<file path="config.mk">
export PLATFORM = sky130hd
export DESIGN_NAME = scanline_runlength_profile
export DESIGN_NICKNAME = d
export VERILOG_FILES = /design/src/rtl/srp_pkg.sv /design/src/rtl/scanline_runlength_profile.sv /design/src/rtl/srp_ctrl.sv /design/src/rtl/srp_dpath.sv
export SDC_FILE = /design/constraint.sdc
export NUM_CORES = 1
export LEC_CHECK = 0
export BUFFER_PORTS_ARGS = -buffer_cell sky130_fd_sc_hd__buf_2
export CELL_PAD_IN_SITES_DETAIL_PLACEMENT = 2
export CELL_PAD_IN_SITES_GLOBAL_PLACEMENT = 2
export CORE_MARGIN = 3
export CORE_UTILIZATION = 44
export DETAILED_ROUTE_END_ITERATION = 10
export PLACE_DENSITY = 0.85
export SYNTH_ARGS = -nofsm -noshare
export SYNTH_HDL_FRONTEND = slang
export SYNTH_HIERARCHICAL = 1
export SYNTH_SLANG_ARGS = --single-unit
</file>
<file path="constraint.sdc">
create_clock -name clock -period 8.8 [get_ports clock]
set_input_delay 1.32 -clock clock [delete_from_list [all_inputs] [get_ports clock]]
set_output_delay 1.32 -clock clock [all_outputs]
set_load 0.005 [all_outputs]
</file>
<file path="src/rtl/srp_pkg.sv">
// Shared types, codes and default sizes of the scan-line run-length profile block.
package srp_pkg;

   // Default sizes, handed to the top level's parameters
   localparam int MAX_LINE_LENGTH_DEF = 4096;
   localparam int MAX_LINES_DEF       = 4096;
   localparam int FRACTION_BITS_DEF   = 8;

   // Fixed field widths
   localparam int PIX_W   = 8;
   localparam int OUT_W   = 28;
   localparam int IDX_W   = 12;
   localparam int MODE_W  = 2;
   localparam int CSR_A_W = 2;
   localparam int CSR_D_W = 8;

   localparam logic [OUT_W-1:0] OUT_MAX = {OUT_W{1'b1}};

   // Register indexes of the configuration port
   localparam logic [CSR_A_W-1:0] CSR_TARGET_VALUE = 2'd0;
   localparam logic [CSR_A_W-1:0] CSR_PROFILE_MODE = 2'd1;
   localparam logic [CSR_A_W-1:0] CSR_NORMALIZE    = 2'd2;

   // Profile modes; the unused code falls back to the pixel sum
   localparam logic [MODE_W-1:0] MODE_SUM = 2'd0;
   localparam logic [MODE_W-1:0] MODE_MAX = 2'd1;
   localparam logic [MODE_W-1:0] MODE_AVG = 2'd2;

   typedef struct packed {
      logic [PIX_W-1:0]  target_value;
      logic [MODE_W-1:0] profile_mode;
      logic              normalize;
   } srp_cfg_type;

   typedef enum logic [1:0] {
      SRP_ACCUM,
      SRP_SETUP,
      SRP_DIVIDE,
      SRP_FINISH
   } srp_state_type;

   // Controller to datapath
   typedef struct packed {
      logic accept;   // pixel transaction taken this cycle
      logic capture;  // line end: snapshot operands, clear statistics
      logic mult;     // form the divisor
      logic step;     // one quotient bit
      logic load;     // move the quotient into the result register
   } srp_cmd_type;

   // Datapath to controller
   typedef struct packed {
      logic div_last; // this step yields the final quotient bit
      logic out_free; // result register can take a new value
   } srp_status_type;

endpackage

</file>
<file path="src/rtl/scanline_runlength_profile.sv">
// Top level of the scan-line run-length profile block: registers, controller and datapath.
//
//   channel | direction | handshake          | payload
//   req_    | in        | req_valid/req_stall | pixel, end_of_line, end_of_frame
//   rsp_    | out       | rsp_valid/rsp_stall | profile_value, line_index
//   csr_    | in        | csr_valid/csr_ready | index, wdata
//
// Pixels are taken one per cycle while the input is not stalled. A pixel carrying a line or
// frame end stalls the input while the setup state forms the divisor, the bit-serial
// restoring divider runs, and the finish state hands the quotient to the result register;
// that last state stretches while a previous result still waits on rsp_stall.
// Reset is synchronous and active high; it clears the statistics, the line counter,
// the registers and the result valid. The configuration port is always ready.
module scanline_runlength_profile #(
   parameter int MAX_LINE_LENGTH = srp_pkg::MAX_LINE_LENGTH_DEF,
   parameter int MAX_LINES       = srp_pkg::MAX_LINES_DEF,
   parameter int FRACTION_BITS   = srp_pkg::FRACTION_BITS_DEF
) (
   input  logic                          clock,
   input  logic                          reset,
   // pixel stream
   input  logic                          req_valid,
   output logic                          req_stall,
   input  logic [srp_pkg::PIX_W-1:0]     req_pixel,
   input  logic                          req_end_of_line,
   input  logic                          req_end_of_frame,
   // line results
   output logic                          rsp_valid,
   input  logic                          rsp_stall,
   output logic [srp_pkg::OUT_W-1:0]     rsp_profile_value,
   output logic [srp_pkg::IDX_W-1:0]     rsp_line_index,
   // register writes
   input  logic                          csr_valid,
   output logic                          csr_ready,
   input  logic [srp_pkg::CSR_A_W-1:0]   csr_index,
   input  logic [srp_pkg::CSR_D_W-1:0]   csr_wdata
);

   srp_pkg::srp_cfg_type    cfg_ff;
   srp_pkg::srp_cmd_type    cmd;
   srp_pkg::srp_status_type status;

   assign csr_ready = 1'b1;

   // Register file: mask each write to its register's width, drop unknown indexes
   always_ff @(posedge clock) begin
      if (reset) begin
         cfg_ff <= '0;
      end else if (csr_valid && csr_ready) begin
         case (csr_index)
            srp_pkg::CSR_TARGET_VALUE: cfg_ff.target_value <= csr_wdata;
            srp_pkg::CSR_PROFILE_MODE: cfg_ff.profile_mode <= csr_wdata[srp_pkg::MODE_W-1:0];
            srp_pkg::CSR_NORMALIZE:    cfg_ff.normalize    <= csr_wdata[0];
            default:                   cfg_ff              <= cfg_ff;
         endcase
      end
   end

   // Sequence the line-end work: accumulate, set up divisor, divide, deliver
   srp_ctrl u_ctrl (
      .clock            (clock),
      .reset            (reset),
      .req_valid        (req_valid),
      .req_end_of_line  (req_end_of_line),
      .req_end_of_frame (req_end_of_frame),
      .req_stall        (req_stall),
      .status           (status),
      .cmd              (cmd)
   );

   // Hold the statistics and perform the division
   srp_dpath #(
      .MAX_LINE_LENGTH (MAX_LINE_LENGTH),
      .MAX_LINES       (MAX_LINES),
      .FRACTION_BITS   (FRACTION_BITS)
   ) u_dpath (
      .clock             (clock),
      .reset             (reset),
      .cfg               (cfg_ff),
      .cmd               (cmd),
      .status            (status),
      .req_pixel         (req_pixel),
      .req_end_of_frame  (req_end_of_frame),
      .rsp_stall         (rsp_stall),
      .rsp_valid         (rsp_valid),
      .rsp_profile_value (rsp_profile_value),
      .rsp_line_index    (rsp_line_index)
   );

`ifndef ASSERT_OFF
   // A line-end transaction must start the divide sequence and hold off input
   a_line_end_stalls: assert property (@(posedge clock) disable iff (reset)
      (req_valid && !req_stall && (req_end_of_line || req_end_of_frame)) |=> req_stall)
      else $error("input not stalled after line end");

   // A new result only appears out of the divide sequence
   a_result_after_divide: assert property (@(posedge clock) disable iff (reset)
      $rose(rsp_valid) |-> $past(req_stall))
      else $error("result appeared outside divide sequence");

   // Loading the result register never overwrites an undelivered result
   a_no_overwrite: assert property (@(posedge clock) disable iff (reset)
      cmd.load |-> status.out_free)
      else $error("result register overwritten");
`endif

endmodule

</file>
<file path="src/rtl/srp_ctrl.sv">
// Controller state machine of the scan-line run-length profile block.
module srp_ctrl (
   input  logic                    clock,
   input  logic                    reset,
   input  logic                    req_valid,
   input  logic                    req_end_of_line,
   input  logic                    req_end_of_frame,
   output logic                    req_stall,
   input  srp_pkg::srp_status_type status,
   output srp_pkg::srp_cmd_type    cmd
);

   srp_pkg::srp_state_type state_ff;
   srp_pkg::srp_state_type state_in;
   logic                   accept;
   logic                   line_end;

   assign accept   = req_valid && !req_stall;
   assign line_end = accept && (req_end_of_line || req_end_of_frame);

   always_ff @(posedge clock) begin
      if (reset) begin
         state_ff <= srp_pkg::SRP_ACCUM;
      end else begin
         state_ff <= state_in;
      end
   end

   always_comb begin
      state_in = state_ff;
      case (state_ff)
         srp_pkg::SRP_ACCUM: begin
            if (line_end) state_in = srp_pkg::SRP_SETUP;
         end
         srp_pkg::SRP_SETUP: begin
            state_in = srp_pkg::SRP_DIVIDE;
         end
         srp_pkg::SRP_DIVIDE: begin
            if (status.div_last) state_in = srp_pkg::SRP_FINISH;
         end
         srp_pkg::SRP_FINISH: begin
            if (status.out_free) state_in = srp_pkg::SRP_ACCUM;
         end
         default: begin
            state_in = srp_pkg::SRP_ACCUM;
         end
      endcase
   end

   always_comb begin
      req_stall   = 1'b1;
      cmd         = '0;
      cmd.accept  = accept;
      cmd.capture = line_end;
      case (state_ff)
         srp_pkg::SRP_ACCUM: begin
            req_stall = 1'b0;
         end
         srp_pkg::SRP_SETUP: begin
            cmd.mult = 1'b1;
         end
         srp_pkg::SRP_DIVIDE: begin
            cmd.step = 1'b1;
         end
         srp_pkg::SRP_FINISH: begin
            cmd.load = status.out_free;
         end
         default: begin
            req_stall = 1'b1;
         end
      endcase
   end

endmodule

</file>
<file path="src/rtl/srp_dpath.sv">
// Datapath: line statistics, line counter, divisor, bit-serial divider and result register.
module srp_dpath #(
   parameter int MAX_LINE_LENGTH = srp_pkg::MAX_LINE_LENGTH_DEF,
   parameter int MAX_LINES       = srp_pkg::MAX_LINES_DEF,
   parameter int FRACTION_BITS   = srp_pkg::FRACTION_BITS_DEF
) (
   input  logic                        clock,
   input  logic                        reset,
   input  srp_pkg::srp_cfg_type        cfg,
   input  srp_pkg::srp_cmd_type        cmd,
   output srp_pkg::srp_status_type     status,
   input  logic [srp_pkg::PIX_W-1:0]   req_pixel,
   input  logic                        req_end_of_frame,
   input  logic                        rsp_stall,
   output logic                        rsp_valid,
   output logic [srp_pkg::OUT_W-1:0]   rsp_profile_value,
   output logic [srp_pkg::IDX_W-1:0]   rsp_line_index
);

   localparam int LEN_W  = $clog2(MAX_LINE_LENGTH + 1);
   localparam int RUN_W  = $clog2((MAX_LINE_LENGTH + 1) / 2 + 1);
   localparam int SUM_W  = $clog2(MAX_LINE_LENGTH * 255 + 1);
   localparam int VAL_W  = (SUM_W > LEN_W) ? SUM_W : LEN_W;
   localparam int NUM_W  = VAL_W + FRACTION_BITS;
   localparam int DEN_W  = RUN_W + LEN_W;
   localparam int CNT_W  = $clog2(NUM_W + 1);
   localparam int LINE_W = (MAX_LINES > 1) ? $clog2(MAX_LINES) : 1;
   localparam int QX_W   = (NUM_W > srp_pkg::OUT_W) ? NUM_W : srp_pkg::OUT_W;

   // Line statistics
   logic [LEN_W-1:0] current_run_ff, current_run_in;
   logic [LEN_W-1:0] longest_run_ff, longest_run_in;
   logic [LEN_W-1:0] match_total_ff, match_total_in;
   logic [RUN_W-1:0] run_total_ff, run_total_in;
   logic [SUM_W-1:0] pixel_sum_ff, pixel_sum_in;
   logic [LEN_W-1:0] pixels_seen_ff, pixels_seen_in;
   logic [LINE_W-1:0] line_counter_ff, line_counter_in;
   logic             in_range;
   logic             hit;

   always_comb begin
      in_range       = pixels_seen_ff < LEN_W'(MAX_LINE_LENGTH);
      hit            = req_pixel == cfg.target_value;
      current_run_in = current_run_ff;
      longest_run_in = longest_run_ff;
      match_total_in = match_total_ff;
      run_total_in   = run_total_ff;
      pixel_sum_in   = pixel_sum_ff;
      pixels_seen_in = pixels_seen_ff;
      if (cmd.accept && in_range) begin
         pixels_seen_in = pixels_seen_ff + LEN_W'(1);
         pixel_sum_in   = pixel_sum_ff + SUM_W'(req_pixel);
         if (hit) begin
            if (current_run_ff == '0) run_total_in = run_total_ff + RUN_W'(1);
            current_run_in = current_run_ff + LEN_W'(1);
            match_total_in = match_total_ff + LEN_W'(1);
            if (current_run_in > longest_run_ff) longest_run_in = current_run_in;
         end else begin
            current_run_in = '0;
         end
      end
   end

   always_ff @(posedge clock) begin
      if (reset || cmd.capture) begin
         current_run_ff <= '0;
         longest_run_ff <= '0;
         match_total_ff <= '0;
         run_total_ff   <= '0;
         pixel_sum_ff   <= '0;
         pixels_seen_ff <= '0;
      end else begin
         current_run_ff <= current_run_in;
         longest_run_ff <= longest_run_in;
         match_total_ff <= match_total_in;
         run_total_ff   <= run_total_in;
         pixel_sum_ff   <= pixel_sum_in;
         pixels_seen_ff <= pixels_seen_in;
      end
   end

   // Line counter: wrap at the frame end or after the last line number
   always_comb begin
      line_counter_in = line_counter_ff;
      if (cmd.capture) begin
         if (req_end_of_frame ||
             (32'(line_counter_ff) + 32'd1 >= 32'(MAX_LINES))) begin
            line_counter_in = '0;
         end else begin
            line_counter_in = line_counter_ff + LINE_W'(1);
         end
      end
   end

   always_ff @(posedge clock) begin
      if (reset) begin
         line_counter_ff <= '0;
      end else begin
         line_counter_ff <= line_counter_in;
      end
   end

   // Operand snapshot at the line end
   logic [VAL_W-1:0]         value_sel;
   logic [RUN_W-1:0]         fact_a_in, fact_a_ff;
   logic [LEN_W-1:0]         fact_b_in, fact_b_ff;
   logic [31:0]              line_wide;
   logic [srp_pkg::IDX_W-1:0] index_ff;
   logic [DEN_W-1:0]         den_ff;

   always_comb begin
      case (cfg.profile_mode)
         srp_pkg::MODE_MAX: value_sel = VAL_W'(longest_run_in);
         srp_pkg::MODE_AVG: value_sel = VAL_W'(match_total_in);
         default:           value_sel = VAL_W'(pixel_sum_in);
      endcase
      fact_a_in = RUN_W'(1);
      if (cfg.profile_mode == srp_pkg::MODE_AVG && run_total_in != '0) begin
         fact_a_in = run_total_in;
      end
      fact_b_in = LEN_W'(1);
      if (cfg.normalize && pixels_seen_in != '0) fact_b_in = pixels_seen_in;
      line_wide = 32'(line_counter_ff);
   end

   // Restoring divider, one quotient bit per step
   logic [DEN_W-1:0] rem_ff, rem_in;
   logic [NUM_W-1:0] quo_ff, quo_in;
   logic [CNT_W-1:0] cnt_ff;
   logic [DEN_W:0]   trial;
   logic [DEN_W:0]   diff;
   logic             ge;

   always_comb begin
      trial  = {rem_ff, quo_ff[NUM_W-1]};
      diff   = trial - (DEN_W + 1)'(den_ff);
      ge     = trial >= (DEN_W + 1)'(den_ff);
      rem_in = ge ? diff[DEN_W-1:0] : trial[DEN_W-1:0];
      quo_in = {quo_ff[NUM_W-2:0], ge};
   end

   always_ff @(posedge clock) begin
      if (cmd.capture) begin
         fact_a_ff <= fact_a_in;
         fact_b_ff <= fact_b_in;
         index_ff  <= line_wide[srp_pkg::IDX_W-1:0];
         quo_ff    <= NUM_W'(value_sel) << FRACTION_BITS;
         rem_ff    <= '0;
      end else if (cmd.step) begin
         quo_ff <= quo_in;
         rem_ff <= rem_in;
      end
      if (cmd.mult) den_ff <= DEN_W'(fact_a_ff * fact_b_ff);
   end

   always_ff @(posedge clock) begin
      if (reset || cmd.capture) begin
         cnt_ff <= '0;
      end else if (cmd.step) begin
         cnt_ff <= cnt_ff + CNT_W'(1);
      end
   end

   // Result register with saturation
   logic                      rsp_valid_ff;
   logic [srp_pkg::OUT_W-1:0] value_ff;
   logic [srp_pkg::IDX_W-1:0] out_index_ff;
   logic [QX_W-1:0]           quo_wide;
   logic [srp_pkg::OUT_W-1:0] value_sat;

   always_comb begin
      quo_wide  = QX_W'(quo_ff);
      value_sat = (quo_wide > QX_W'(srp_pkg::OUT_MAX)) ? srp_pkg::OUT_MAX
                                                       : quo_wide[srp_pkg::OUT_W-1:0];
   end

   always_ff @(posedge clock) begin
      if (reset) begin
         rsp_valid_ff <= 1'b0;
      end else if (cmd.load) begin
         rsp_valid_ff <= 1'b1;
      end else if (!rsp_stall) begin
         rsp_valid_ff <= 1'b0;
      end
      if (cmd.load) begin
         value_ff     <= value_sat;
         out_index_ff <= index_ff;
      end
   end

   assign status.div_last   = cnt_ff == CNT_W'(NUM_W - 1);
   assign status.out_free   = !rsp_valid_ff || !rsp_stall;
   assign rsp_valid         = rsp_valid_ff;
   assign rsp_profile_value = value_ff;
   assign rsp_line_index    = out_index_ff;

endmodule

</file>
======== Word level (Yosys, flattened, before mapping) ========
Index checks and enable logic that the tools add are counted.
word-level totals
  register bits after elaboration ......... 270
  input port bits ......................... 25
  output and inout port bits .............. 43
  logic and storage cells ................. 97
cells by class
  add/subtract/negate cells ............... 9
  $mul .................................... 1
  order comparisons ....................... 5
  equality and inequality tests ........... 13
  muxes and demuxes ....................... 26
  reduce and logical (&&, ||, !) cells .... 21
operator list
  kind                                                                                    number
  13-bit 2-to-1 mux                                                                       7
  28-bit 2-to-1 mux                                                                       2
  12-bit 2-to-1 mux                                                                       4
  20-bit one-hot mux with 2 select lines                                                  1
  13-bit by 1-bit adder with 13-bit output (second input constant)                        3
  32-bit by 13-bit greater-or-equal comparator with 1-bit output (second input constant)  1
  28-bit greater-than comparator (second input constant)                                  1
  26-bit by 25-bit greater-or-equal comparator with 1-bit output                          1
  12-bit by 13-bit multiplier with 25-bit output                                          1
  25-bit 2-to-1 mux                                                                       1
  25-bit subtractor                                                                       1
  12-bit by 1-bit adder with 12-bit output (second input constant)                        2
  20-bit by 8-bit adder with 20-bit output                                                1
  20-bit 2-to-1 mux                                                                       1
  12-bit by 1-bit adder with 13-bit output (second input constant)                        1
  13-bit greater-than comparator                                                          1
  13-bit zero test                                                                        1
  13-bit < comparator (second input constant)                                             1
  13-bit nonzero test                                                                     1
  12-bit nonzero test                                                                     1
  2-bit == test (second input constant)                                                   4
  8-bit == test                                                                           1
  2-bit one-hot mux with 4 select lines                                                   1
  2-bit by 1-bit == test with 1-bit output (second input constant)                        3
  13 further kinds                                                                        33

======== Logic depth before layout (Yosys ltp) ========
Gate-level depths: netlist of run 1.
  depth in word-level cells ............... 7
  depth in mapped cells ................... 22
  mapped depth without buffers ............ 21

======== Hierarchy ========
Netlist of run 1, hierarchy kept.
modules (own cells, without submodules)
  module                      times used  cells each  area an instance (um^2)  seq. area each (um^2)
  srp_dpath                   1           1,847       17,450.5                 6,366.1
  scanline_runlength_profile  1           48          504.2                    220.2
  srp_ctrl                    1           24          212.7                    40.0

======== Least setup slack after synthesis of run 1 ========
No wires, ideal clock.
  path kind ............................... reg2reg
  start point ............................. reg u_dpath.fact_b_ff[2]
  end point ............................... reg u_dpath.den_ff[24] (data pin)
  setup time .............................. 260 ps
  arrival time ............................ 5,013 ps
  data required time ...................... 8,540 ps
  path slack .............................. 3,528 ps
  stages on the path, launching flop included .. 20
  buffers on the path ..................... 1
  period minus slack after synthesis ...... 5,272 ps
  path through ............................ edfxtp_1 clkbuf_1 and2_1 fa_1 fa_1 fa_1 fa_1 inv_1 fa_1 inv_1 ha_1 a21o_1 a21oi_1 nor2_1 a21oi_1 o311ai_0 a21oi_1 o21ai_0 a21oi_1 xnor2_1
on the way
  cells in the longest elaborated chain, start to end .. 1
ends and longest elaborated chain
  item                                            RTL line          RTL
  start, declared                                 srp_dpath.sv:106  logic [LEN_W-1:0] fact_b_in, fact_b_ff;
  start signal, assigned                          srp_dpath.sv:145  fact_b_ff <= fact_b_in;
  12-bit by 13-bit multiplier with 25-bit output  srp_dpath.sv:153  if (cmd.mult) den_ff <= DEN_W'(fact_a_ff * fact_b_ff);
  end signal, assigned                            srp_dpath.sv:153
  end, declared                                   srp_dpath.sv:109  logic [DEN_W-1:0] den_ff;
No other way between the ends.
A chain may end at the register's enable or synchronous reset.

======== Worst setup path after layout of run 1 ========
  start point ............................. reg u_dpath.fact_b_ff[5]
  end point ............................... reg u_dpath.den_ff[24] (data pin)
Same word-level chain as after synthesis.

==> summary.md, run 1 <==
| Metric | Value |
|---|---|
| Placement Rows | `73` |
| Finished Core Util | `49.6%` |
| # port buffers | `66` |
| Syn_area_per_cell | `9.47 um^2` |
| Number of vias after detailed routing | `14400` |
| DR DRC count | `0` |
| Clock latency at the later pin of the worst-skew pair | `around 560 ps` |
| CORE AREA | `just over 40000 um^2` |
| Sort of element at the start of the critical path | `register` |
| Clock transition at the registers of the reported paths | `about 60 ps` |
| Largest delay contributor family on the critical path | `adder cells` |
| Number of global-route vias before repair | `16800` |
| Cts hold-fix bufs | `0` |
| Leading cell types by total area after synthesis | `edfxtp_1 20%, dfxtp_1 16%, fa_1 12%, ha_1 8.5%, inv_1 4.6%` |
| Mean routed wirelength per cell | `25.9 um` |
| CTS root buf | `clkbuf_16` |
| Total setup violations reported at the end of the flow | `0` |
| Most frequent CP cell | `fa_1` |
| Required arrival time at the worst endpoint | `9100 ps` |
| Highest achievable clock rate | `151 MHz` |
| Final period demand of the worst path | `6630 ps` |
| Fraction of layout instances using a drive strength above 1 | `8.31%` |
| Path class of the lowest-slack min-delay path | `reg2reg` |
| Yosys cell types | `71` |
| Inst Count DP | `2413` |
| Post-route fraction of the period consumed by the critical path | `75.3%` |
| Overall routed net length | `~64000 um` |
| Setup Total Neg Slack | `0 ps` |
| Cells after Synth | `1919` |
| Measured slew at the worst slew-check pin | `around 1300 ps` |
| Cells traversed along the worst timing path | `nand2_1 -> fa_1 -> fa_1 -> inv_1 -> ha_1 -> fa_1 -> inv_1 -> fa_1 -> inv_1 -> ha_1 -> a21boi_0 -> o221ai_1 -> o311ai_0 -> a21oi_1 -> o21ai_0 -> a21oi_1 -> xnor2_1` |
| Mean number of vias per cell | `5.81` |
| Initial DRT Pass Iterations | `5` |
| Yosys warns | `6` |
| CP max FO | `12` |
| Category of the critical setup timing path | `reg2reg` |
| Bufs and invs on worst path | `3` |
| Total nets after synthesis | `approximately 2200` |
| Worst slew margin | `11.8%` |
| Flops & latches, synth | `270` |
| Post-CTS Setup Bufs | `0` |
| CTS tree | `done` |
| Critical Path Slowest Stage Cell | `o311ai_0` |
| Die width | `209 um` |
| # fillers | `just over 4000` |
| Setup repair after global routing missed its margin | `false` |
| Worst setup slack for register-to-register paths | `2170 ps` |
| Category of the worst setup path capture point | `register` |
| Post-synthesis sequential area ratio | `36.5%` |
| Clock sink count | `270` |
| Routability-driven placement congestion ratio | `0.803` |
| Quantity of gates resized following cts | `0` |
| Final non-filler cell area | `20000 um^2` |
| Share of async-settable or async-resettable flops after synthesis | `0%` |
| HPWL after detailed placement | `43400 um` |
| Final Max Tran Viols | `0` |
| Global-route wire length before repair | `about 100000 um` |
| Initial core utilization | `45.1%` |
| Longest individual stage delay on the worst path | `approximately 710 ps` |
| Boundary Pins | `68` |
| Antenna violations before repair | `2` |
| Combined area of all synthesized cells | `18200 um^2` |
| Outcome | `complete, no violations` |
| Maximum Capacitance Violations | `0` |
| Number of H-tree branching levels | `2` |
| Detailed Route Iter0 Violations | `848` |
| Die area | `43800 um^2` |
| Largest buffer count on any clock path | `3` |
| Number of hold-slack violations in the final timing report | `0` |
| Instance area after placement | `18800 um^2` |
| Cell type with the largest total area after synthesis | `edfxtp_1` |
| Number of synthesized flops with an enable pin | `122` |
| Post-Layout Cell Count | `2477` |
| Share of Yosys cell area claimed by the top area cell type | `20.2%` |
| Overall Global Routing Usage | `between 20 and 30%` |
| Number of routed nets with antenna violations | `0` |
| Chip height | `209 um` |
| Maximum number of pins on one net before global-route repair | `between 40 and 50` |
| Commonest cells post-synth | `222 x inv_1, 182 x nand2_1, 167 x nor2_1` |
| Endpoint arrival time on the critical path | `6930 ps` |
| Number of buffers created by CTS | `34` |
| Area added between synthesis and finish | `9.99%` |
| Most common cell in the netlist | `inv_1` |
| Aggregate global routing overflow | `0` |
| Skew final | `28.2 ps` |
| Most used flip-flop cell after synthesis | `dfxtp_1` |
| Fin nets | `2184` |
[worst register-to-register path: stages, from the launching register on]
cell and delay, ps:
edfxtp_1 690, nand2_1 170, fa_1 480, fa_1 520
inv_1 50, ha_1 330, fa_1 550, inv_1 60
fa_1 540, inv_1 50, ha_1 330, a21boi_0 480
o221ai_1 480, o311ai_0 710, a21oi_1 260, o21ai_0 350
a21oi_1 140, xnor2_1 150
[layer usage]
metal | GRT usage (%) | wire, um | up-vias
met4 | 14.6 | 3440 | 2
met5 | 0 | 11 | -
met1 | 32.6 | 24200 | 7385
met2 | 54.3 | 33800 | 400
met3 | 4.85 | 2650 | 200
li1 | - | - | 6401
[layout by cell type, fill, tap and decap left out, types with 6 or more instances in the layout]
master,count
o21a_1,6
inv_1,222
nor3b_1,8
o311ai_0,8
nor3_1,20
nand2b_1,36
o31ai_1,6
o21ai_0,49
nor2_1,166
nand3_1,44
buf_2,66
mux2_2,11
and2_1,83
ha_1,122
buf_4,9
xnor2_1,73
nand4_1,18
nor2b_1,31
a22oi_1,11
dfxtp_1,148
a21o_1,21
a221oi_1,8
clkinv_2,11
xor2_1,49
a32oi_1,8
a211oi_1,20
clkbuf_16,35
nor4_1,12
o21bai_1,6
and3_1,27
fa_1,112
edfxtp_1,122
a21oi_1,70
mux2i_1,36
nand2_1,182
[state kept, by name, indices dropped and copies added, names as in the netlist, 20 cells and up]
register	count
u_dpath/quo_ff	28
u_dpath/pixel_sum_ff	20
u_dpath/den_ff	25
u_dpath/rem_ff	25
u_dpath/rsp_profile_value	28
[logic make-up after synthesis]
logic type | Yosys count | share of synthesized area, %
and+or+nand+nor | 657 | 17.7
xor gates and xnor gates | 122 | 5.88
muxes | 47 | 2.67
AOI/OAI and AO/OA | 259 | 9.50
DFF | 270 | 36.5
adders and majority gates | 235 | 20.8
other | 1 | 0.0206
buffers and inverters | 328 | 6.91
[final cells by class]
cell class / instances / area [um^2] / share of cell area [%]
inverters: 222 / 833 / 4.17
multi-input cells: 1321 / 10300 / 51.5
repair buffers: 75 / 398 / 1.99
flip-flops and latches: 270 / 6630 / 33.2
clock buffers: 40 / 905 / 4.53
clock inverters: 22 / 258 / 1.29
diodes: 2 / 5.00 / 0.0250
well taps: 525 / 657 / 3.29
[through the flow]
stage	worst slack [ps]	hold slack [ps]
after floorplan	3530	400
after global placement	2950	405
after detailed placement	2450	410
after CTS	2320	423
after global routing	1910	429
final	2170	420
[final timing paths]
kind	start	to	cells past startpoint
max	u_dpath/fact_b_ff[5]$_SDFFCE_PN0P_	u_dpath/den_ff[24]$_DFFE_PP_	17
max reg2reg	u_dpath/fact_b_ff[5]$_SDFFCE_PN0P_	u_dpath/den_ff[24]$_DFFE_PP_	17
min reg2reg	u_dpath/index_ff[9]$_DFFE_PP_	u_dpath/rsp_line_index[9]$_DFFE_PP_	0
min	u_dpath/index_ff[9]$_DFFE_PP_	u_dpath/rsp_line_index[9]$_DFFE_PP_	0
Power of run 1 is left out: the tool's default activity adds up to more than one toggle a clock period on the data nets, which glitch-free logic cannot reach.
==> run 2, diff against run 1 <==
--- a/config.mk
+++ b/config.mk
@@ -9,9 +9,9 @@
 export CELL_PAD_IN_SITES_DETAIL_PLACEMENT = 2
 export CELL_PAD_IN_SITES_GLOBAL_PLACEMENT = 2
 export CORE_MARGIN = 3
-export CORE_UTILIZATION = 44
+export CORE_UTILIZATION = 41
 export DETAILED_ROUTE_END_ITERATION = 10
-export PLACE_DENSITY = 0.85
+export PLACE_DENSITY = 0.79
 export SYNTH_ARGS = -nofsm -noshare
 export SYNTH_HDL_FRONTEND = slang
 export SYNTH_HIERARCHICAL = 1
==> constraint.sdc (replaced) <==
create_clock -name clock -period 6.2 [get_ports clock]
set_input_delay 0.93 -clock clock [delete_from_list [all_inputs] [get_ports clock]]
set_output_delay 0.93 -clock clock [all_outputs]
set_load 0.005 [all_outputs]
==> summary.md, run 2 (same netlist as run 1, synthesis figures left out) <==
| Metric | Value |
|---|---|
| Outcome | `complete, no violations` |
| Global-route wire length before repair | `90000 um (-10%)` |
| Category of the worst setup path capture point | `register` |
| Die area | `46900 um^2 (+7.1%)` |
| Clock latency at the later pin of the worst-skew pair | `560 ps (about the same)` |
| # port buffers | `66 (unchanged)` |
| Worst ir drop on vdd | `734 uV` |
| Boundary Pins | `68 (unchanged)` |
| Number of H-tree branching levels | `2 (unchanged)` |
| Number of vias after detailed routing | `14100 (-2.3%)` |
| Most common library cell in the layout ignoring fill and taps | `inv_1` |
| Detailed Route Iter0 Violations | `773 (-8.8%)` |
| Highest achievable clock rate | `168 MHz (+11%)` |
| Initial core utilization | `41.8% (-3.3 points)` |
| Largest buffer count on any clock path | `3 (unchanged)` |
| Required arrival time at the worst endpoint | `6490 ps (-2610 ps)` |
| Placement Rows | `76 (+4.1%)` |
| Number of routed nets with antenna violations | `0 (unchanged)` |
| Mean routed wirelength per cell | `23.0 um (-11%)` |
| Total power consumption of the routed design | `13.5 mW` |
| Die width | `217 um (+3.5%)` |
| Cts hold-fix bufs | `0 (unchanged)` |
| Count of antenna diodes in the layout | `0 (-2)` |
| Antenna violations before repair | `1 (-1)` |
| Fin nets | `2225 (+1.9%)` |
| # fillers | `4589 (+11%)` |
| Chip height | `217 um (+3.5%)` |
| Maximum number of pins on one net before global-route repair | `52 (+8.3%)` |
| Clock sink count | `270 (unchanged)` |
| Worst slew margin | `22.9% (+11 points)` |
| Maximum Capacitance Violations | `0 (unchanged)` |
| Finished Core Util | `46.7% (-2.9 points)` |
| Category of the critical setup timing path | `reg2reg` |
| Routability-driven placement congestion ratio | `0.822 (+2.3%)` |
| Endpoint arrival time on the critical path | `6240 ps (-690 ps)` |
| Measured slew at the worst slew-check pin | `1160 ps (-167 ps)` |
| Aggregate global routing overflow | `0 (unchanged)` |
| Sort of element at the start of the critical path | `register` |
| Area added between synthesis and finish | `11.7%` |
| Number of global-route vias before repair | `15900 (-5.1%)` |
| DR DRC count | `0 (unchanged)` |
| Clock transition at the registers of the reported paths | `60 ps (about the same)` |
| Number of hold-slack violations in the final timing report | `0 (unchanged)` |
| CTS tree | `done` |
| Overall routed net length | `59200 um (-7.6%)` |
| Overall Global Routing Usage | `24.3% (-5.2 points)` |
| CORE AREA | `43500 um^2 (+7.9%)` |
| CTS root buf | `clkbuf_16` |
| Post-Layout Cell Count | `2576 (+4.0%)` |
| Commonest non-fill, non-tap cells in the layout | `222 x inv_1, 182 x nand2_1, 166 x nor2_1` |
| Final period demand of the worst path | `5950 ps (-677 ps)` |
| Total setup violations reported at the end of the flow | `0 (unchanged)` |
| Number of buffers created by CTS | `34 (unchanged)` |
| HPWL after detailed placement | `41500 um (-4.4%)` |
| Final Max Tran Viols | `0 (unchanged)` |
| PwrDens | `667 nW/um^2` |
| Path class of the lowest-slack min-delay path | `reg2reg` |
| Mean number of vias per cell | `5.46 (-6.1%)` |
| Inst Count DP | `2475 (+2.6%)` |
| Post-route fraction of the period consumed by the critical path | `96.0% (+21 points)` |
| CP max FO | `10 (-2)` |
| Skew final | `26.4 ps (-1.81 ps)` |
| Initial DRT Pass Iterations | `5 (unchanged)` |
| Fraction of layout instances using a drive strength above 1 | `9.94% (+1.6 points)` |
| Static power due to leakage | `8.76 nW` |
-- run 2: cell count changes in the layout (fill, tap and decap cells not counted), sizes merged --
cell / before / now
inv: 225 / 222
bufinv: 5 / 1
clkbuf: 40 / 44
clkinv: 13 / 16
diode: 2 / 0
buf: 75 / 116
-- run 2: path summary, 6_finish.rpt --
check,start,to,slack [ps],cells after the start
worst max register to register,u_dpath/fact_a_ff[5]$_SDFFCE_PN0P_,u_dpath/den_ff[23]$_DFFE_PP_,250,19
worst max-delay path,u_dpath/fact_a_ff[5]$_SDFFCE_PN0P_,u_dpath/den_ff[23]$_DFFE_PP_,250,19
worst min-delay path,u_dpath/index_ff[7]$_DFFE_PP_,u_dpath/rsp_line_index[7]$_DFFE_PP_,430,0
worst min register to register,u_dpath/index_ff[7]$_DFFE_PP_,u_dpath/rsp_line_index[7]$_DFFE_PP_,430,0
-- run 2: repair_timing --
item | CTS | global route
endpoints found under the setup margin | 1 | 3
buffers inserted | 0 | 39
gates resized for setup | 1 | 2
-- run 2: stage by stage --
step / hold slack, ps / worst slack [ps] / area, um^2 / TNS, ps
after global routing: 429 / -91.3 / 20300 / -162
after detailed placement: 409 / -21.6 / 18900 / -21.6
after CTS: 420 / 116 / 20000 / 0
after floorplan: 400 / 928 / 18200 / 0
after global placement: 405 / 405 / 18900 / 0
final: 426 / 249 / 20300 / 0
-- run 2: power breakdown --
group / internal, mW / switching (mW) / total, mW
Clock: 1.10 / 0.834 / 1.94
Combinational: 3.44 / 5.29 / 8.73
Sequential: 2.62 / 0.257 / 2.88
-- run 2: area by class of cell --
class                      count  area, um^2  area share (%)
multi-input combinational   1321       10300            50.8
clock buffer                  44         920            4.53
tap                          585         732            3.61
inverter                     222         833            4.11
sequential                   270        6630            32.7
clock inverter                18         160           0.789
timing repair buffer         116         706            3.48
-- run 2: worst max-delay path: stages (launching register included) --
cell      delay [ps]
edfxtp_1         610
nand2_1          170
fa_1             520
fa_1             410
inv_1             90
fa_1             410
fa_1             500
inv_1             60
fa_1             540
inv_1             50
ha_1             340
o21ai_0          260
nor2_1           110
o221ai_1         330
a21oi_1          150
o21ai_0          460
a211oi_1         230
a21oi_1          190
a21oi_1          100
xor2_1           160
-- run 2: metal layers --
metal | share of wire, % | track usage [%]
met5 | 0 | 0
met4 | 3.8 | 7.92
met3 | 2.6 | 2.51
met2 | 54 | 46.4
met1 | 40 | 28.1
Note: power is estimated with default switching activity, not from simulation.
==> run 3, diff against run 2 <==
--- a/config.mk
+++ b/config.mk
@@ -5,11 +5,12 @@
 export SDC_FILE = /design/constraint.sdc
 export NUM_CORES = 1
 export LEC_CHECK = 0
+export ABC_AREA = 1
 export BUFFER_PORTS_ARGS = -buffer_cell sky130_fd_sc_hd__buf_2
 export CELL_PAD_IN_SITES_DETAIL_PLACEMENT = 2
 export CELL_PAD_IN_SITES_GLOBAL_PLACEMENT = 2
 export CORE_MARGIN = 3
-export CORE_UTILIZATION = 41
+export CORE_UTILIZATION = 38
 export DETAILED_ROUTE_END_ITERATION = 10
 export PLACE_DENSITY = 0.79
 export SYNTH_ARGS = -nofsm -noshare
==> summary.md, run 3 <==
| Metric | Value |
|---|---|
| Outcome | `complete, no violations` |
| Share of the synthesized area in compound gates (AO/OA/AOI/OAI) | `7.27% (-2.2 points)` |
| Yosys cell types | `48 (-32%)` |
| Category of the worst setup path capture point | `register` |
| Skew final | `23.2 ps (-3.20 ps)` |
| Largest buffer count on any clock path | `3 (unchanged)` |
| Startpoint of the worst hold path | `u_dpath/index_ff[0]$_DFFE_PP_` |
| Number of routed nets with antenna violations | `0 (unchanged)` |
| CTS root buf | `clkbuf_16` |
| Number of H-tree branching levels | `2 (unchanged)` |
| Maximum number of pins on one net before global-route repair | `59 (+13%)` |
| Worst Reg-to-Reg Cells | `17 (-2)` |
| Sort of element at the start of the critical path | `register` |
| Post-route fraction of the period consumed by the critical path | `91.6% (-4.4 points)` |
| Portion of netlist area occupied by mux cells | `0.207% (-2.5 points)` |
| Longest individual stage delay on the worst path | `650 ps (+40 ps)` |
| Number of synthesized flops with an enable pin | `122 (unchanged)` |
| Cell depth of the worst min-delay path | `0 (unchanged)` |
| Most common cell in the netlist | `nand2_1` |
| Post-CTS Setup Bufs | `0 (unchanged)` |
| R2r startpoint | `u_dpath/fact_a_ff[11]$_SDFFCE_PN0P_` |
| Most frequent CP cell | `fa_1` |
| Share of Yosys cell area claimed by the top area cell type | `18.9% (-1.3 points)` |
| Placement Rows | `82 (+7.9%)` |
| Total nets after synthesis | `2803 (+29%)` |
| Global-route wire length before repair | `104000 um (+15%)` |
| Critical Path Slowest Stage Cell | `edfxtp_1` |
| Count of antenna diodes in the layout | `0 (unchanged)` |
| Fraction of layout instances using a drive strength above 1 | `6.43% (-3.5 points)` |
| Cells traversed along the worst timing path | `nand2_1 -> fa_1 -> fa_1 -> inv_1 -> fa_1 -> fa_1 -> inv_1 -> fa_1 -> inv_1 -> ha_1 -> a21oi_1 -> o21ai_0 -> o21bai_1 -> a21oi_1 -> o21bai_1 -> a21oi_1 -> xor2_1` |
| Xor and xnor area share after synthesis | `3.70% (-2.2 points)` |
| Bufs and invs on worst path | `3 (unchanged)` |
| Overall routed net length | `64900 um (+9.6%)` |
| Fin nets | `2816 (+27%)` |
| Instance area after placement | `20200 um^2 (+6.9%)` |
| Number of buffers created by CTS | `34 (unchanged)` |
| Yosys warns | `6 (unchanged)` |
| Cell type with the largest total area after synthesis | `edfxtp_1` |
| Final non-filler cell area | `21400 um^2 (+5.4%)` |
| Worst slack, placed | `670 ps (+692 ps)` |
| PwrDens | `654 nW/um^2 (-2.0%)` |
| Simple logic cell fraction of the synthesized area | `23.7% (+5.9 points)` |
| Endpoint arrival time on the critical path | `6040 ps (-200 ps)` |
| Commonest non-fill, non-tap cells in the layout | `704 x nand2_1, 466 x inv_1, 228 x nor2_1` |
| Die area | `53700 um^2 (+15%)` |
| Leading cell types by total area after synthesis | `edfxtp_1 19%, dfxtp_1 15%, nand2_1 14%, fa_1 12%, inv_1 9.1%` |
| Path class of the lowest-slack min-delay path | `reg2reg` |
| Mean number of vias per cell | `5.09 (-6.6%)` |
| Clock latency at the later pin of the worst-skew pair | `560 ps (about the same)` |
| Setup repair after global routing missed its margin | `false` |
| Final Max Tran Viols | `0 (unchanged)` |
| WHS Endpoint | `u_dpath/rsp_line_index[0]$_DFFE_PP_` |
| Worst ir drop on vdd | `645 uV (-12%)` |
| Number of hold-slack violations in the final timing report | `0 (unchanged)` |
| Setup Total Neg Slack | `0 ps (unchanged)` |
| Commonest cells post-synth | `704 x nand2_1, 468 x inv_1, 229 x nor2_1` |
| Measured slew at the worst slew-check pin | `1210 ps (+56.5 ps)` |
| Total setup violations reported at the end of the flow | `0 (unchanged)` |
| Cts hold-fix bufs | `0 (unchanged)` |
| Static power due to leakage | `10.2 nW (+16%)` |
| Syn_area_per_cell | `7.62 um^2 (-20%)` |
| Antenna violations before repair | `0 (-1)` |
| Cells after Synth | `2543 (+33%)` |
| Die width | `232 um (+7.1%)` |
| Final-layout worst hold slack | `416 ps (-9.58 ps)` |
| Required arrival time at the worst endpoint | `6560 ps (+70 ps)` |
| Clock sink count | `270 (unchanged)` |
| # port buffers | `66 (unchanged)` |
| Most common library cell in the layout ignoring fill and taps | `nand2_1` |
| Quantity of gates resized following cts | `0 (-1)` |
| Post-synthesis sequential area ratio | `34.2% (-2.3 points)` |
| Share of async-settable or async-resettable flops after synthesis | `0% (unchanged)` |
| Chip height | `232 um (+7.1%)` |
| Boundary Pins | `68 (unchanged)` |
| Routability-driven placement congestion ratio | `0.824 (+0.28%)` |
| Area added between synthesis and finish | `10.3%` |
| CP max FO | `13 (+3)` |
| Detailed Route Iter0 Violations | `659 (-15%)` |
| HPWL after detailed placement | `49300 um (+19%)` |
| Overall Global Routing Usage | `24.5% (+0.25 points)` |
| Largest family of logic cells by synthesized area | `simple AND/OR/NAND/NOR gates` |
| Reg-to-reg endpoint | `u_dpath/den_ff[22]$_DFFE_PP_` |
| Aggregate global routing overflow | `0 (unchanged)` |
| Largest delay contributor family on the critical path | `adder cells` |
| Initial core utilization | `38.5% (-3.3 points)` |
| Post-synthesis adder-cell area fraction | `19.5% (-1.3 points)` |
| Combined area of all synthesized cells | `19400 um^2 (+6.7%)` |
| Initial DRT Pass Iterations | `5 (unchanged)` |
| Final period demand of the worst path | `5680 ps (-273 ps)` |
| CTS tree | `done` |
| Worst setup slack for register-to-register paths | `520 ps (+270 ps)` |
| Clock transition at the registers of the reported paths | `70 ps (about the same)` |
| Mean routed wirelength per cell | `19.9 um (-13%)` |
| Number of global-route vias before repair | `18900 (+19%)` |
| Maximum Capacitance Violations | `0 (unchanged)` |
| Most used flip-flop cell after synthesis | `dfxtp_1` |
| Flops & latches, synth | `270 (unchanged)` |
| Finished Core Util | `42.5% (-4.2 points)` |
| Number of vias after detailed routing | `16600 (+18%)` |
| Worst path setup slack after routing | `523 ps (+273 ps)` |
| Category of the critical setup timing path | `reg2reg` |
| CORE AREA | `50300 um^2 (+16%)` |
| DR DRC count | `0 (unchanged)` |
| Worst slew margin | `19.2% (-3.8 points)` |
| Highest achievable clock rate | `176 MHz (+4.8%)` |
-- run 3: cell count changes in the layout (fill, tap and decap cells not counted), sizes merged, moves of 39 or more --
cell,change
a21oi,+39
and2,-79
inv,+249
nand2,+530
nand3,+59
nor2,+70
xnor2,-46
-- run 3: how the worst max path moves through the flow --
stage / startpoint / endpoint / depth (start not counted)
detailed placement: u_dpath/fact_a_ff[8]$_SDFFCE_PN0P_ / u_dpath/den_ff[22]$_DFFE_PP_ / 19
finish: u_dpath/fact_a_ff[11]$_SDFFCE_PN0P_ / u_dpath/den_ff[22]$_DFFE_PP_ / 17
global route: u_dpath/fact_a_ff[8]$_SDFFCE_PN0P_ / u_dpath/den_ff[22]$_DFFE_PP_ / 19
CTS: u_dpath/fact_a_ff[11]$_SDFFCE_PN0P_ / u_dpath/den_ff[22]$_DFFE_PP_ / 17
floorplan: u_dpath/fact_a_ff[11]$_SDFFCE_PN0P_ / u_dpath/den_ff[22]$_DFFE_PP_ / 18
global placement: u_dpath/fact_a_ff[8]$_SDFFCE_PN0P_ / u_dpath/den_ff[22]$_DFFE_PP_ / 19
-- run 3: cell families (layout without fill, tap and decap cells) --
| family | Yosys count | in the layout |
|---|---|---|
| AND/OR/NAND/NOR | 1126 | 1126 |
| XOR/XNOR | 81 | 81 |
| flip-flops | 270 | 270 |
| adder cells (fa/ha/maj) | 235 | 235 |
| other | 1 | 1 |
| buffers and inverters | 575 | 614 |
| multiplexers | 4 | 4 |
| AO/OA/AOI/OAI | 251 | 251 |
-- run 3: per-stage QoR --
stage,std cells,total power [mW]
2_1_floorplan,2543,8.99
3_3_place_gp,3192,11.1
3_5_place_dp,3192,11.8
4_1_cts,3254,14.1
5_1_grt,3254,15.2
6_report,3254,14.0
-- run 3: final cells by class --
cell class | count | area (um^2)
Clock buffer | 43 | 925
Fill cell | 5779 | 28900
Inverter | 473 | 1780
Sequential cell | 270 | 6630
Multi-Input combinational cell | 1698 | 10500
Timing Repair Buffer | 79 | 428
Clock inverter | 19 | 240
Tap cell | 672 | 841
-- run 3: metal layers --
layer | global-route usage (%) | up-vias | part of all wire (%)
met5 | 0 | - | 0
met2 | 47.0 | 188 | 54
met1 | 28.2 | 8416 | 41
li1 | - | 7874 | -
met4 | 8.33 | 0 | 3.2
met3 | 2.47 | 101 | 2.2
-- run 3: power by group --
part | internal, mW | switching, mW | total (mW)
logic | 3.10 | 5.86 | 8.96
clock network | 1.24 | 0.857 | 2.09
registers | 2.63 | 0.296 | 2.93
